## src/sv/hht_pkg.sv

```systemverilog
package hht_pkg;

  typedef enum logic [1:0] {
    MODE_ADD    = 2'd0,
    MODE_LOOKUP = 2'd1,
    MODE_REMOVE = 2'd2,
    MODE_SPARE  = 2'd3
  } mode_t;

  typedef enum logic [2:0] {
    ST_OK      = 3'd0,
    ST_INVALID = 3'd1,
    ST_FULL    = 3'd2,
    ST_DUP     = 3'd3,
    ST_MISSING = 3'd4
  } status_t;

  typedef enum logic [3:0] {
    S_CLEAR,
    S_IDLE,
    S_HASH,
    S_FIND_RD,
    S_FIND_KEY,
    S_FIND_CHK,
    S_INS_RD,
    S_INS_CHK,
    S_DEL_RD,
    S_DEL_KEY,
    S_DEL_LOAD,
    S_DEL_HASH,
    S_DEL_CHK,
    S_DONE
  } state_t;

  typedef struct packed {
    logic start;
    logic busy;
  } hash_ctl_t;

  localparam logic [31:0] HASH_MUL = 32'h045d_9f3b;

endpackage

```

## src/sv/hht_hash.sv

```systemverilog
module hht_hash
  import hht_pkg::*;
(
  input  logic        clk,
  input  logic        rst,
  input  logic        start,
  input  logic [31:0] key,
  output hash_ctl_t   ctl,
  output logic [31:0] hash
);

  logic [31:0] acc;
  logic [1:0]  round;
  logic        busy;
  logic [31:0] mixed;

  assign mixed = acc ^ (acc >> 16);

  always_ff @(posedge clk) begin
    if (rst) begin
      busy <= 1'b0;
      round <= '0;
    end else if (start) begin
      busy <= 1'b1;
      round <= '0;
      acc <= key;
    end else if (busy) begin
      if (round == 2'd2) begin
        acc <= mixed;
        busy <= 1'b0;
      end else begin
        acc <= mixed * HASH_MUL;
        round <= round + 2'd1;
      end
    end
  end

  assign ctl.start = start;
  assign ctl.busy  = busy | start;
  assign hash = acc;

endmodule

```

## config.mk

```make
export PLATFORM = sky130hd
export DESIGN_NAME = hht_hash
export DESIGN_NICKNAME = d
export VERILOG_FILES = /design/src/sv/hht_pkg.sv /design/src/sv/hht_hash.sv
export SDC_FILE = /design/constraint.sdc
export NUM_CORES = 1
export LEC_CHECK = 0
export BUFFER_PORTS_ARGS = -buffer_cell sky130_fd_sc_hd__buf_2
export CORE_ASPECT_RATIO = 1.4
export CORE_MARGIN = 4
export CORE_UTILIZATION = 31
export CTS_CLUSTER_SIZE = 20
export DETAILED_ROUTE_END_ITERATION = 8
export SYNTH_ARGS = -nofsm -noshare
export SYNTH_HDL_FRONTEND = slang
export SYNTH_SLANG_ARGS = --single-unit
```

## constraint.sdc

```tcl
create_clock -name clk -period 7.8 [get_ports clk]
set_input_delay 1.56 -clock clk [delete_from_list [all_inputs] [get_ports clk]]
set_output_delay 1.56 -clock clk [all_outputs]
set_load 0.03 [all_outputs]
```

==> flow_metrics.tcl <==
set metrics [dict create \
    cp_slowest_cell "edfxtp_1" \
    cts_max_level 2 \
    cts_tree "yes" \
    rsz0062_at_grt "false" \
    ys_ff_latch 35 \
    grt_use_met2_pct 34.9 \
    first_pass_iters 5 \
    synth-adder-area-share_pct 55.6 \
    avgSynthCellArea_um2 9.42 \
    reg2reg_depth 24 \
    min_path_type "flop to flop" \
    synthXorXnorAreaFrac_pct 8.00 \
    die_w_um 167 \
    yosys.area_share.simple_pct 4.19 \
    fmax_mhz 136 \
    grt_max_degree 53 \
    dpl-instance-area_um2 12100 \
    hp-start "round[1]" \
    crit_type "flop to flop" \
    vias 7929 \
    ant_nets 0 \
    rows 81 \
    mappedNetlistArea_um2 11000 \
    grt_util_met1_pct 18.0 \
    tightest_slew_ns 0.856 \
    synth_compound_area_share_pct 7.39 \
    ys_warn_count 0 \
    antenna_found_initial 0 \
    track_usage_pct 17.6 \
    gr-total-overflow 0 \
    start_kind "flop" \
    worstPathMaxFanout 8 \
    postSynthCellCount 1172 \
    hold-path-cell-count 2 \
    grt.busiest_layer "met2" \
    min_period_ns 7.34 \
    synth_seq_area_share_pct 9.25 \
    gp_congestion 0.985 \
    fin_ws_ns 0.460 \
    drt_iter0_drc 319 \
    cts.path.max_buffers 2 \
    syn_nets 1576 \
    synth_mux_area_share_pct 0.703 \
    post-route-util_pct 35.0 \
    die_y_um 231 \
    cts-root-buf "clkbuf_16" \
    layout-drive-gt1-share_pct 9.74 \
    reg2reg_from "hash[25]" \
    critPathMaxStageDelay_ns 0.72 \
    post-route-drc-count 0 \
    clkTransAtPathRegs_ns 0.06 \
    path_buf_inv 6 \
    crit_chain "xor2_2 > bufinv_8 > fa_1 > inv_1 > ha_1 > xor2_1 > ha_1 > inv_1 > fa_1 > inv_1 > fa_1 > fa_1 > inv_1 > fa_1 > inv_1 > ha_1 > a21o_1 > a21oi_1 > o21a_1 > o21ai_0 > a21oi_1 > a31oi_1 > xnor2_1 > o21ai_1" \
    start_util_pct 31.5 \
    finClkSkew_ns 0.00642 \
    place_ws_ns 0.219 \
    cap_violations 0 \
    setup_viol 0 \
    hold_viol_final 0 \
    core_um2 35100 \
    end_kind "flop" \
    wl_um 32800 \
    dieArea_um2 38700 \
    io_buffers 68 \
    critPathRequiredTime_ns 7.83 \
    r2r_setup_slack_ns 0.46 \
    critPathTopFamily "adder cells" \
    wire_per_inst_um 19.1 \
    insertion_delay_ns 0.29 \
    finalInstanceArea_um2 12300 \
    clkSinkCount 35 \
    fin_crit_sh_pct 94.1 \
    synth.distinct_cells 57 \
    area_growth_pct 11.2 \
    finalSetupTns_ns 0 \
    whs_endpoint "round[1]" \
    rr_endpoint "hash[31]" \
    synth_top_family_by_area "adder cells" \
    numCtsBuffers 5 \
    path_depth 24 \
    grt_pass1_wl_um 51900 \
    avgViaCountPerCell 4.61 \
    maxSlewViolCount 0 \
    max_slew_margin_pct 42.9 \
    async_flop_share_pct 0 \
    gr-usage-met3_pct 1.11 \
    n_antenna_cell 0 \
    status "finished, final reports clean" \
    design.portCount 69 \
    synth_enable_flop_cells 32 \
    yosys_most_used_dff "edfxtp_1" \
    cts_setup_buffers 0 \
    hpwl_um 30000 \
    cts_resized 0 \
    cp.arrival_ns 7.37 \
    layout.nets 1666 \
    grt_pass1_vias 9157 \
    cts_hold_buf 0 \
]
[sequential cells by signal, summed over array words and instances (netlist names)]
signal / count
hash: 32
round: 2
busy: 1
[synth_stat cells, types with 2 or more instances]
cell type    n  area (µm²)
a21o_1      17         128
or3_1        4        25.0
xor2_1      42         368
nor2_1      27         101
o21bai_1     2        15.0
o21ai_0     12        60.1
nand2_1     38         143
xnor2_1     52         455
nand3_1      8        40.0
fa_1       202        4040
inv_1      420        1580
or2_2        5        31.3
a32o_1       2        20.0
clkbuf_1     9        33.8
a31oi_1      6        37.5
o21a_1       7        52.6
dfxtp_1      3        60.1
nor2b_1      2        12.5
o21ai_1     21         105
mux2_2       6        67.6
a22oi_1      2        15.0
ha_1       167        2090
nand2b_1     5        31.3
and3_1       4        25.0
nor3_1       5        25.0
edfxtp_1    32         961
o31ai_1      4        30.0
a21boi_1     2        15.0
a211oi_1     4        30.0
a21oi_1     35         175
[final cells by class]
cell class | count | area, µm²
Fill cell | 3705 | 22800
Multi-Input combinational cell | 704 | 8380
Inverter | 423 | 1600
Sequential cell | 35 | 1020
Tap cell | 456 | 571
Timing Repair Buffer | 93 | 528
Clock buffer | 5 | 125
Clock inverter | 3 | 43.8
[stage by stage]
stage | cells | hold slack, ns
6_report | 1719 | 0.500
5_1_grt | 1719 | 0.523
4_1_cts | 1719 | 0.507
3_5_place_dp | 1711 | 0.499
3_3_place_gp | 1711 | 0.488
2_1_floorplan | 1172 | 0.478
[worst max path at each step]
stage	start	endpoint	slack [ns]
finish	hash[25]	hash[31]	0.46
global route	hash[27]	hash[31]	0.18
CTS	hash[25]	hash[31]	0.19
detailed placement	hash[25]	hash[31]	0.22
global placement	hash[25]	hash[31]	0.26
floorplan	hash[16]	hash[29]	1.19
[cells by family (layout without fill, tap and decap cells)]
kind of cell,Yosys count,after routing
muxes,7,7
buffers and inverters,433,524
and+or+nand+nor,102,102
xor gates and xnor gates,97,97
adders and majority gates,369,369
DFF,35,35
AOI/OAI and AO/OA,129,129
[layout by cell type, fill, tap and decap left out, drive strengths merged, types with 2 or more instances in the layout]
master,Yosys,routed
clkinv,1,3
bufinv,1,2
ha,167,167
a32o,2,2
o21bai,2,2
o21ai,34,34
a31oi,6,6
a211oi,4,4
nand2b,5,5
nand3,8,8
inv,421,421
nand2,38,38
a21o,18,18
edfxtp,32,32
nor2,27,27
buf,1,93
clkbuf,9,5
and3,4,4
nor3,5,5
dfxtp,3,3
or3,4,4
a21boi,2,2
a2111oi,2,2
mux2,6,6
or2,6,6
o21a,7,7
fa,202,202
a21oi,36,36
o31ai,4,4
nor2b,2,2
xnor2,54,54
xor2,43,43
a22oi,2,2
[per-layer routing]
layer  part of all wire (%)  routed length (µm)
met1                     34               11200
met2                     56               18300
met3                    2.4                 785
met4                    7.8                2570
met5                      0                   0
[worst min-delay path, stage by stage, from the launching register on]
cell and delay, ns:
dfxtp_1 0.31, nor2_1 0.09, a2111oi_0 0.06
Power is left out: the tool's default activity adds up to more than one toggle a clock period on the data nets, which glitch-free logic cannot reach.
